<file path="src/sv/hdf_pkg.sv">
// hdf_pkg: types, character codes and helpers for the hex digit formatter
// no dependencies; used by every file of the block

package hdf_pkg;

    localparam int unsigned VALUE_W  = 32;
    localparam int unsigned NIBBLE_W = 4;
    localparam int unsigned CNT_W    = 3;

    localparam logic [7:0] CHAR_ZERO     = 8'h30;
    localparam logic [7:0] CHAR_X        = 8'h78;
    localparam logic [7:0] CHAR_LOWER_A  = 8'h61;
    localparam logic [7:0] CHAR_UPPER_A  = 8'h41;
    localparam logic [7:0] CHAR_NONE     = 8'h00;

    localparam logic [2:0] WIDTH_BYTE  = 3'd1;
    localparam logic [2:0] WIDTH_HALF  = 3'd2;
    localparam logic [2:0] WIDTH_WORD  = 3'd4;

    localparam logic [1:0] CASE_LOWER  = 2'd0;
    localparam logic [1:0] CASE_UPPER  = 2'd1;

    localparam logic [NIBBLE_W-1:0] DIGIT_TEN = 4'd10;

    typedef struct packed {
        logic [31:0] value;
        logic [2:0]  byte_width;
        logic [1:0]  format_flags;
        logic [1:0]  letter_case;
    } cmd_t;

    typedef struct packed {
        logic [7:0] character;
        logic       char_valid;
        logic       last;
        logic       error;
    } result_t;

    typedef enum logic [2:0] {
        ST_IDLE,
        ST_PFX_ZERO,
        ST_PFX_X,
        ST_DIGITS,
        ST_ERROR
    } state_t;

    // controller to nibble shift register
    typedef struct packed {
        logic       load;
        logic       shift;
        logic [2:0] byte_width;
    } sreg_ctl_t;

    // nibble shift register back to controller
    typedef struct packed {
        logic [NIBBLE_W-1:0] nibble;
        logic                last_digit;
    } sreg_stat_t;

    function automatic logic [7:0] digit_char(input logic [NIBBLE_W-1:0] d,
                                              input logic upper);
        logic [7:0] base;
        base = upper ? CHAR_UPPER_A : CHAR_LOWER_A;
        if (d < DIGIT_TEN)
            digit_char = CHAR_ZERO + {4'd0, d};
        else
            digit_char = base + {4'd0, d - DIGIT_TEN};
    endfunction

endpackage

</file>
<file path="src/sv/hdf_nibble_sreg.sv">
// hdf_nibble_sreg: value shift register, one hex digit per cycle while shift is set, msb first
// depends on hdf_pkg

module hdf_nibble_sreg (
    input  logic                   clk,
    input  logic                   rst_n,
    input  hdf_pkg::sreg_ctl_t     ctl,
    input  logic [31:0]            load_value,
    output hdf_pkg::sreg_stat_t    stat
);

    logic [hdf_pkg::VALUE_W-1:0] data_reg, data_next;
    logic [hdf_pkg::CNT_W-1:0]   cnt_reg, cnt_next;

    always_comb
    begin
        data_next = data_reg;
        cnt_next  = cnt_reg;
        if (ctl.load)
        begin
            // align the top digit of the chosen width to the msb end
            unique case (ctl.byte_width)
                hdf_pkg::WIDTH_BYTE:
                begin
                    data_next = {load_value[7:0], 24'd0};
                    cnt_next  = 3'd1;
                end
                hdf_pkg::WIDTH_HALF:
                begin
                    data_next = {load_value[15:0], 16'd0};
                    cnt_next  = 3'd3;
                end
                default:
                begin
                    data_next = load_value;
                    cnt_next  = 3'd7;
                end
            endcase
        end
        else if (ctl.shift)
        begin
            data_next = {data_reg[hdf_pkg::VALUE_W-hdf_pkg::NIBBLE_W-1:0],
                         {hdf_pkg::NIBBLE_W{1'b0}}};
            cnt_next  = cnt_reg - 3'd1;
        end
    end

    always_ff @(posedge clk)
    begin
        data_reg <= data_next;
    end

    always_ff @(posedge clk or negedge rst_n)
    begin
        if (!rst_n)
            cnt_reg <= '0;
        else
            cnt_reg <= cnt_next;
    end

    assign stat.nibble     = data_reg[hdf_pkg::VALUE_W-1 -: hdf_pkg::NIBBLE_W];
    assign stat.last_digit = (cnt_reg == '0);

endmodule

</file>
<file path="src/sv/hex_digit_formatter.sv">
// hex_digit_formatter: beats are registered from the sequencer state, with gaps for skipped leading zeros
// busy stays high from acceptance until the last beat: an optional 0x prefix, then the digits
// of the chosen width (2, 4 or 8) held in the nibble shift register, or a single error beat;
// leading zero digits are spent as silent cycles; the next item may be taken as the last beat shows
// results are registered strobe beats; the receiver cannot stall them
// rst_n asynchronously returns the sequencer to idle and clears the strobe

module hex_digit_formatter (
    input  logic              clk,
    input  logic              rst_n,
    input  logic              start,
    output logic              busy,
    input  hdf_pkg::cmd_t     item,
    output logic              strobe,
    output hdf_pkg::result_t  result
);

    hdf_pkg::state_t     state_reg, state_next;
    logic                started_reg, started_next;   // digits go out: zero padding is set or a digit has been sent
    logic                upper_reg, upper_next;
    logic                width_ok_reg, width_ok_next;
    logic                strobe_reg, strobe_next;
    hdf_pkg::result_t    result_reg, result_next;
    hdf_pkg::sreg_ctl_t  sctl;
    hdf_pkg::sreg_stat_t sstat;
    logic                accept;
    logic                bad_case;
    logic                bad_width;
    logic                emit_digit;

    hdf_nibble_sreg u_sreg (
        .clk        (clk),
        .rst_n      (rst_n),
        .ctl        (sctl),
        .load_value (item.value),
        .stat       (sstat)
    );

    assign busy   = (state_reg != hdf_pkg::ST_IDLE);
    assign accept = start && !busy;

    assign bad_case  = (item.letter_case != hdf_pkg::CASE_LOWER) &&
                       (item.letter_case != hdf_pkg::CASE_UPPER);
    assign bad_width = (item.byte_width != hdf_pkg::WIDTH_BYTE) &&
                       (item.byte_width != hdf_pkg::WIDTH_HALF) &&
                       (item.byte_width != hdf_pkg::WIDTH_WORD);

    // a digit goes out once a non-zero one is seen or zero padding is set, and the last always does
    assign emit_digit = started_reg || (sstat.nibble != '0) || sstat.last_digit;

    always_comb
    begin
        state_next      = state_reg;
        started_next    = started_reg;
        upper_next      = upper_reg;
        width_ok_next   = width_ok_reg;
        strobe_next     = 1'b0;
        result_next     = result_reg;
        sctl.load       = 1'b0;
        sctl.shift      = 1'b0;
        sctl.byte_width = item.byte_width;

        unique case (state_reg)
            hdf_pkg::ST_IDLE:
            begin
                if (accept)
                begin
                    sctl.load     = 1'b1;
                    upper_next    = (item.letter_case == hdf_pkg::CASE_UPPER);
                    width_ok_next = !bad_width;
                    // zero padding looks at the whole word, so zero is never padded
                    started_next  = item.format_flags[0] && (item.value != '0);
                    if (bad_case)
                        state_next = hdf_pkg::ST_ERROR;
                    else if (item.format_flags[1])
                        state_next = hdf_pkg::ST_PFX_ZERO;
                    else if (bad_width)
                        state_next = hdf_pkg::ST_ERROR;
                    else
                        state_next = hdf_pkg::ST_DIGITS;
                end
            end
            hdf_pkg::ST_PFX_ZERO:
            begin
                strobe_next = 1'b1;
                result_next = '{character: hdf_pkg::CHAR_ZERO, char_valid: 1'b1,
                                last: 1'b0, error: 1'b0};
                state_next  = hdf_pkg::ST_PFX_X;
            end
            hdf_pkg::ST_PFX_X:
            begin
                strobe_next = 1'b1;
                result_next = '{character: hdf_pkg::CHAR_X, char_valid: 1'b1,
                                last: 1'b0, error: 1'b0};
                state_next  = width_ok_reg ? hdf_pkg::ST_DIGITS : hdf_pkg::ST_ERROR;
            end
            hdf_pkg::ST_DIGITS:
            begin
                sctl.shift = 1'b1;
                if (emit_digit)
                begin
                    strobe_next  = 1'b1;
                    started_next = 1'b1;
                    result_next  = '{character: hdf_pkg::digit_char(sstat.nibble, upper_reg),
                                     char_valid: 1'b1, last: sstat.last_digit,
                                     error: 1'b0};
                end
                if (sstat.last_digit)
                    state_next = hdf_pkg::ST_IDLE;
            end
            hdf_pkg::ST_ERROR:
            begin
                strobe_next = 1'b1;
                result_next = '{character: hdf_pkg::CHAR_NONE, char_valid: 1'b0,
                                last: 1'b1, error: 1'b1};
                state_next  = hdf_pkg::ST_IDLE;
            end
            default:
            begin
                state_next = hdf_pkg::ST_IDLE;
            end
        endcase
    end

    always_ff @(posedge clk or negedge rst_n)
    begin
        if (!rst_n)
        begin
            state_reg    <= hdf_pkg::ST_IDLE;
            started_reg  <= 1'b0;
            strobe_reg   <= 1'b0;
            upper_reg    <= 1'b0;
            width_ok_reg <= 1'b0;
        end
        else
        begin
            state_reg    <= state_next;
            started_reg  <= started_next;
            strobe_reg   <= strobe_next;
            upper_reg    <= upper_next;
            width_ok_reg <= width_ok_next;
        end
    end

    // result payload, no reset needed
    always_ff @(posedge clk)
    begin
        result_reg <= result_next;
    end

    assign strobe = strobe_reg;
    assign result = result_reg;

endmodule

</file>
<file path="config.mk">
export PLATFORM = sky130hd
export DESIGN_NAME = hex_digit_formatter
export DESIGN_NICKNAME = d
export VERILOG_FILES = /design/src/sv/hdf_pkg.sv /design/src/sv/hdf_nibble_sreg.sv /design/src/sv/hex_digit_formatter.sv
export SDC_FILE = /design/constraint.sdc
export NUM_CORES = 1
export LEC_CHECK = 0
export BUFFER_PORTS_ARGS = -buffer_cell sky130_fd_sc_hd__buf_2
export CAP_MARGIN = 40
export CORE_MARGIN = 2
export CORE_UTILIZATION = 55
export DETAILED_ROUTE_END_ITERATION = 6
export PLACE_DENSITY = 0.86
export REMOVE_ABC_BUFFERS = 1
export SYNTH_ARGS = -nofsm -noshare
export SYNTH_HDL_FRONTEND = slang
export SYNTH_SLANG_ARGS = --single-unit
</file>
<file path="constraint.sdc">
create_clock -name clk -period 2.8 [get_ports clk]
set_clock_uncertainty 0.05 [all_clocks]
set_input_delay 0.42 -clock clk [delete_from_list [all_inputs] [get_ports clk]]
set_output_delay 0.42 -clock clk [all_outputs]
set_load 0.02 [all_outputs]
</file>
==> results of run 1 <==
## kinds of logic after synthesis
| kind of cell | Yosys count |
|---|---|
| compound gates | 80 |
| simple gates | 73 |
| flops | 52 |
| buf+inv | 30 |
| xor+xnor | 9 |
| fa+ha+maj | 6 |
| other cells | 1 |
| mux | 1 |
## report_power, final
group	leakage, nW	switching (mW)	internal [mW]
Combinational	0.725	0.743	0.435
Clock	0.0452	0.269	0.183
Sequential	0.521	0.163	1.32
## final cells by class
cell class	count	area, um^2	area share, %
timing repair buffer	58	305	9.62
clock inverter	3	25.0	0.789
multi-input combinational	170	1130	35.6
tap	67	83.8	2.64
inverter	13	48.8	1.54
clock buffer	5	68.8	2.17
sequential	52	1510	47.6
## critical path: stages, from the launching register on
cell	delay, ns
dfrtp_1	0.60
nand3b_1	0.31
buf_4	0.25
nand2_1	0.06
buf_4	0.37
## per-stage QoR
| step | hold WS, ns | utilization, % | cell area [um^2] |
|---|---|---|---|
| floorplan | 0.0744 | - | 2690 |
| global placement | 0.243 | 64.1 | 3070 |
| detailed placement | 0.245 | 64.1 | 3070 |
| CTS | 0.306 | 66.3 | 3170 |
| global route | 0.333 | 66.3 | 3170 |
| finish | 0.313 | 66.3 | 3170 |
## synth_stat cells (2+ instances only)
cell,instances
nand3b_1,3
nand2b_1,6
nor2b_1,2
o22ai_1,2
nor4_1,8
dfrtp_1,10
o21ai_0,14
a22o_1,14
and3_1,4
nand2_1,17
nor2_1,25
xnor2_1,4
edfxtp_1,42
a31oi_1,2
a221oi_1,22
a211oi_1,3
a21oi_1,10
buf_2,3
ha_1,6
nand4_1,2
buf_4,4
clkbuf_1,9
o211ai_1,2
xor2_1,5
a2bb2oi_1,6
inv_1,12
## cells in the final DEF (no fill, tap or decap), types with 2 or more instances in the layout
master,synthesis,final
xor2_1,5,5
o21ai_0,14,14
a21oi_1,10,10
nand3b_1,3,3
buf_4,4,4
nand4_1,2,2
and3_1,4,4
nor4_1,8,8
nand2b_1,6,6
clkbuf_8,0,5
a2bb2oi_1,6,6
buf_2,3,53
inv_6,0,2
a31oi_1,2,2
nor2_1,25,25
a211oi_1,3,3
nor2b_1,2,2
inv_1,12,12
nand2_1,17,17
ha_1,6,6
a221oi_1,22,22
dfrtp_1,10,10
o22ai_1,2,2
a22o_1,14,14
xnor2_1,4,4
edfxtp_1,42,42
o211ai_1,2,2
## final timing paths
kind | to | slack (ns) | cells past startpoint | from
hold / removal | upper_reg | 0.31 | 3 | item[0]
min in group asynchronous | u_sreg.cnt_reg[0] | 0.43 | 2 | rst_n
max in group asynchronous | width_ok_reg | 2.06 | 2 | rst_n
setup reg to reg | u_sreg.data_reg[8] | 0.80 | 4 | state_reg[0]
setup / recovery | u_sreg.data_reg[8] | 0.80 | 4 | state_reg[0]
hold reg to reg | upper_reg | 0.49 | 2 | upper_reg
## routing by layer
layer / vias to the layer above / GRT usage (%) / share of wire (%)
li1: 1063 / - / -
met1: 1057 / 32.1 / 40
met2: 168 / 37.7 / 47
met3: 16 / 5.62 / 11
met4: 0 / 10.7 / 2.6
met5: - / 0 / 0
==> reports/metrics.cfg, run 1 <==
[grt]
first_global_vias = 2108
grt_usage_pct = 24.1
grt_max_degree = 38
antenna_found_initial = 0
grt_pass1_wl_mm = 9.98
grt_overflow = 0

[logic_synthesis]
netlist_area_um2 = 2780
yosys_register_bits = 52
yosys_warnings = 0
synth_top_area_share_pct = 45.4
synth_flop_cell = edfxtp_1
synth_cells = 252
synth_xor_area_share_pct = 2.84
synth_cell_types = 41
synth_area_per_cell_um2 = 11.0
ys_top_cells_by_area = edfxtp_1 (45%), dfrtp_1 (9.0%), a221oi_1 (6.9%)
synth_top_family_by_area = compound AO/OA/AOI/OAI gates
synthAdderAreaFrac_pct = 2.70
async_flop_share_pct = 19.2
synthSimpleGateAreaFrac_pct = 13.2
yosysTopAreaCell = edfxtp_1
ys_seq_area_share_pct = 54.4
synth_edf_count = 42
synthMuxAreaShare_pct = 0.360
synth-compound-area-share_pct = 21.4

[floorplanning]
dieArea_um2 = 5640
num_rows = 25
io_pins = 55
core-area_um2 = 4790
die_h_um = 75.1
die_w_um = 75.1
start_util_pct = 58.1

[critical_path]
endpoint_kind = register
worst_ep_required_time_ns = 2.72
path_class = register to register
cp-start-kind = register
critPathMaxFanout = 32
crit_arrival_ns = 1.92

[route]
drc = 0
drt_iter0_drc = 181
wirelength_mm = 6.30
ant_nets = 0
avgViaCountPerCell = 6.26
num_vias = 2304
wl_per_cell_um = 17.1
dr.pass1.iters = 5

[clocking]
cts.sinks = 52
h-tree-depth = 2
cts_resized = 0
clk_latency_ns = 0.32
numCtsBuffers = 5
cts_root_buf = clkbuf_8
post_cts_buffers = 0
clk_pin_slew_ns = 0.11
cts_tree = built
max-clock-path-buffers = 2
cts_hold_buf = 1

[sta]
setup_viol = 0
worst_slack_ns = 0.803
fin_crit_sh_pct = 71.3
rsz0062_at_grt = false
fmax_ghz = 0.501
slew_violations = 0
hold_violations = 0
tns_ns = 0
period_minus_slack_ns = 2.00

[placed_design]
pre_cts_ws_ns = 0.838
dp.cells = 359
io_buffers = 53
place.gp.congestion = 0.885
hpwl_mm = 4.51

[final_layout]
fillCellCount = 381
syn2layout_area_growth_pct = 14.1
finalNonFillerCells = 368
largest_register_ffs = 32
drive_above_1_share_pct = 22.6
nets = 348
antenna_cells = 0

[hold_path]
hp-class = primary input to register

[pwr]
finalPower_mw = 3.11
irDropWorstVdd_mv = 0.492
p_per_area_nw_per_um2 = 980
power.leakage_nw = 1.29

[status]
status = finished clean

[run]
maxCapViolCount = 0

(Power assumes the default switching activity.)
==> inputs of run 2 (changes only) <==
==> constraint.sdc (replaced) <==
create_clock -name clk -period 2 [get_ports clk]
set_clock_uncertainty 0.05 [all_clocks]
set_input_delay 0.3 -clock clk [delete_from_list [all_inputs] [get_ports clk]]
set_output_delay 0.3 -clock clk [all_outputs]
set_load 0.02 [all_outputs]
==> reports/metrics.cfg, run 2 (synthesized netlist as in run 1, its figures left out) <==
[route]
wl_met1_mm = 2.66
drc = 0
num_vias = 2254
ant_nets = 0
wl_per_cell_um = 16.6
route.met3.wl_um = 442
top_layer = met4
drt_iter0_drc = 187
wl_met2_mm = 2.98
wirelength_mm = 6.17
dr.pass1.iters = 4
avgViaCountPerCell = 6.06

[sta]
setup_viol = 0
worst_slack_ns = 0.188
fmax_ghz = 0.552
fin_crit_sh_pct = 90.6
slew_violations = 0
hold_violations = 0
timing.hold.ws_ns = 0.203
period_minus_slack_ns = 1.81
tns_ns = 0
worstMarginPinSlew_ns = 0.518
rsz0062_at_grt = false
slew_headroom_pct = 65.3

[clocking]
cts_root_buf = clkbuf_8
clk_latency_ns = 0.31
post_cts_buffers = 0
max-clock-path-buffers = 2
numCtsBuffers = 5
h-tree-depth = 2
cts_tree = built
cts.sinks = 52
clk_pin_slew_ns = 0.10

[final_layout]
drive_above_1_share_pct = 23.9
antenna_cells = 0
syn2layout_area_growth_pct = 18.4
nets = 352
fillCellCount = 347
final_cell_mix = buf_2 (53), edfxtp_1 (42), nor2_1 (25), a221oi_1 (22), nand2_1 (16)
fin_area_um2 = 3290
largest_register_ffs = 32
finalNonFillerCells = 372
layout_commonest_cell = buf_2

[critical_path]
path_class = register to register
crit_arrival_ns = 1.81
endpoint_kind = register
worst_ep_required_time_ns = 2.00
critPathMaxFanout = 37
startpoint = state_reg[2]
reg2reg_from = state_reg[2]
cp-start-kind = register

[floorplanning]
io_pins = 55
core-area_um2 = 4790
num_rows = 25
die_h_um = 75.1
dieArea_um2 = 5640
start_util_pct = 58.1
die_w_um = 75.1

[placed_design]
hpwl_mm = 4.57
dp.cells = 363
place_area_um2 = 3120
place.gp.congestion = 0.894
io_buffers = 53
pre_cts_ws_ns = 0.160

[grt]
grt_max_degree = 38
antenna_found_initial = 0
grt_usage_pct = 24.0
grt_overflow = 0
grt_pass1_wl_mm = 10.0
first_global_vias = 2037

[pwr]
p_per_area_nw_per_um2 = 1440
irDropWorstVdd_mv = 0.868
power.leakage_nw = 1.35

[run]
maxCapViolCount = 0

[hold_path]
min_from = start
hp-class = primary input to register

[status]
status = finished clean

-- run 2: repair_timing --
item                       4_1_cts  5_1_grt
hold endpoints to repair        10        0
setup endpoints to repair        0        1
hold buffers                     1        0
gates resized for setup          0        1
-- run 2: cell type report --
type | count | area [um^2] | share of cell area, %
clock inverter | 2 | 60.1 | 1.83
sequential | 52 | 1510 | 45.9
tap | 67 | 83.8 | 2.55
multi-input combinational | 170 | 1130 | 34.4
clock buffer | 6 | 93.8 | 2.85
timing repair buffer | 62 | 360 | 11.0
inverter | 13 | 48.8 | 1.48
-- run 2: worst paths after layout --
check,cells past startpoint,slack [ns],to
min in group asynchronous,2,0.32,width_ok_reg
max in group asynchronous,2,1.37,u_sreg.cnt_reg[2]
worst min register to register,2,0.47,upper_reg
worst min-delay path,2,0.20,state_reg[1]
worst max-delay path,5,0.19,u_sreg.data_reg[21]
worst max register to register,5,0.19,u_sreg.data_reg[21]
-- run 2: critical path: stages (launching register included) --
cell,delay [ns]
dfrtp_1,0.45
nor3_2,0.28
nand2_2,0.17
buf_12,0.20
a221oi_1,0.29
nor2_1,0.10
-- run 2: metrics by stage --
| step | util (%) | power, mW |
|---|---|---|
| 5_1_grt | 68.8 | 5.04 |
| 6_report | 68.8 | 4.75 |
| 4_1_cts | 68.7 | 4.75 |
| 2_1_floorplan | - | 3.17 |
| 3_5_place_dp | 65.3 | 3.84 |
| 3_3_place_gp | 65.3 | 3.74 |
-- run 2: metal layers --
| layer | vias up | GRT usage [%] |
|---|---|---|
| met2 | 106 | 38.4 |
| met5 | - | 0 |
| li1 | 1066 | - |
| met3 | 8 | 4.82 |
| met1 | 1074 | 33.0 |
| met4 | 0 | 7.74 |
-- run 2: power by group --
group	switching, mW	internal, mW	total [mW]
Clock	0.348	0.575	0.923
Combinational	1.09	0.705	1.80
Sequential	0.190	1.84	2.03
Total	1.63	3.12	4.75
==> inputs of run 3 (changes only) <==
--- a/config.mk
+++ b/config.mk
@@ -7,8 +7,10 @@
 export LEC_CHECK = 0
 export BUFFER_PORTS_ARGS = -buffer_cell sky130_fd_sc_hd__buf_2
 export CAP_MARGIN = 40
+export CELL_PAD_IN_SITES_DETAIL_PLACEMENT = 1
+export CELL_PAD_IN_SITES_GLOBAL_PLACEMENT = 1
 export CORE_MARGIN = 2
-export CORE_UTILIZATION = 55
+export CORE_UTILIZATION = 43
 export DETAILED_ROUTE_END_ITERATION = 6
 export PLACE_DENSITY = 0.86
 export REMOVE_ABC_BUFFERS = 1
==> reports/metrics.cfg, run 3 (synthesized netlist as in run 1, its figures left out) <==
[status]
status = finished clean

[placed_design]
io_buffers = 53
place.gp.congestion = 0.870
pre_cts_ws_ns = 0.0395
hpwl_mm = 5.62

[grt]
grt_overflow = 0
grt_pass1_wl_mm = 12.3
use_met2_pct = 36.8
antenna_found_initial = 0
use_met3_pct = 3.44
first_global_vias = 2461
use_met1_pct = 28.2
grt_max_degree = 38
gr-max-usage-layer = met2
grt_usage_pct = 21.8

[final_layout]
nets = 352
final_cell_mix = buf_2 (53), edfxtp_1 (42), nor2_1 (25), a221oi_1 (22), nand2_1 (17)
largest_register_ffs = 32
antenna_cells = 0
drive_above_1_share_pct = 23.9
layout_commonest_cell = buf_2
syn2layout_area_growth_pct = 17.5

[clocking]
max-clock-path-buffers = 2
numCtsBuffers = 5
cts_tree = built
cts.sinks = 52
post_cts_buffers = 0
cts_root_buf = clkbuf_8
clk_pin_slew_ns = 0.10
clk_latency_ns = 0.31
h-tree-depth = 2

[route]
wirelength_mm = 7.39
avgViaCountPerCell = 6.06
dr.pass1.iters = 5
num_vias = 2314
wl_per_cell_um = 19.4
ant_nets = 0
drt_iter0_drc = 107
drc = 0

[critical_path]
r2r_setup_slack_ns = 0.24
crit_arrival_ns = 1.74
path_class = register to register
crit_buf_inv = 1
endpoint_kind = register
worst_ep_required_time_ns = 1.99
path_delay_family = simple AND/OR/NAND/NOR gates
critical_path.cell_chain = inv_1 -> ha_1 -> nor4b_1 -> a21oi_1 -> nand2b_4
cp-start-kind = register
slowest_stage = edfxtp_1
critPathMaxFanout = 10
critPathMaxStageDelay_ns = 0.46

[sta]
hold_violations = 0
timing.hold.ws_ns = 0.226
slew_violations = 0
period_minus_slack_ns = 1.76
fmax_ghz = 0.570
fin_crit_sh_pct = 87.8
rsz0062_at_grt = false
slew_headroom_pct = 65.6
worstMarginPinSlew_ns = 0.511
setup_viol = 0
worst_slack_ns = 0.245

[floorplanning]
num_rows = 29
dieArea_um2 = 7130
start_util_pct = 44.0
core-area_um2 = 6310
die_h_um = 84.4
die_w_um = 84.4
io_pins = 55

[hold_path]
hp-class = primary input to register

[pwr]
finalPower_mw = 4.61
p_per_area_nw_per_um2 = 1410
power.leakage_nw = 1.33
irDropWorstVdd_mv = 0.702

[run]
maxCapViolCount = 0

run 3: cell types whose count changed in the layout (fill, tap and decap cells not counted), sizes merged:
| cell | change |
|---|---|
| bufinv | -1 |
| clkbuf | -1 |
| clkinv | +1 |
| clkinvlp | +1 |
run 3: power breakdown:
part / leakage [nW] / internal (mW) / switching [mW]
combinational: 0.755 / 0.702 / 1.11
clock: 0.0541 / 0.371 / 0.364
sequential: 0.521 / 1.84 / 0.222
total: 1.33 / 2.91 / 1.70
run 3: area by class of cell:
class,count,area [um^2]
fill,724,3050
sequential,52,1510
multi-input combinational,170,1140
timing repair buffer,62,360
tap,77,96.3
clock buffer,5,68.8
inverter,13,48.8
clock inverter,3,42.5
run 3: path summary, 6_finish.rpt:
kind | cells after the start | end | start
setup reg to reg | 5 | result[4] | u_sreg.data_reg[29]
max in group asynchronous | 2 | upper_reg | rst_n
hold reg to reg | 2 | upper_reg | upper_reg
hold / removal | 2 | state_reg[1] | start
min in group asynchronous | 2 | u_sreg.cnt_reg[0] | rst_n
setup / recovery | 5 | result[4] | u_sreg.data_reg[29]
run 3: per-stage QoR:
| step | instance area (um^2) | std cells | util [%] | setup TNS [ns] |
|---|---|---|---|---|
| finish | 3270 | 382 | 51.7 | 0 |
| global route | 3270 | 382 | 51.7 | 0 |
| CTS | 3260 | 382 | 51.6 | 0 |
| detailed placement | 3140 | 373 | 49.7 | 0 |
| global placement | 3140 | 373 | 49.7 | 0 |
| floorplan | 2690 | 235 | - | -20.07 |
run 3: metal layers:
metal	wire length (um)	up-vias	share of wire, %
li1	-	1071	-
met1	3080	1128	42
met2	3780	99	51
met3	404	16	5.5
met4	136	0	1.8
met5	0	-	0
run 3: what timing repair did:
action,CTS,global route
gates resized for setup,0,2
hold buffers,1,0
setup endpoints to repair,0,10
endpoints found under the hold margin,10,0
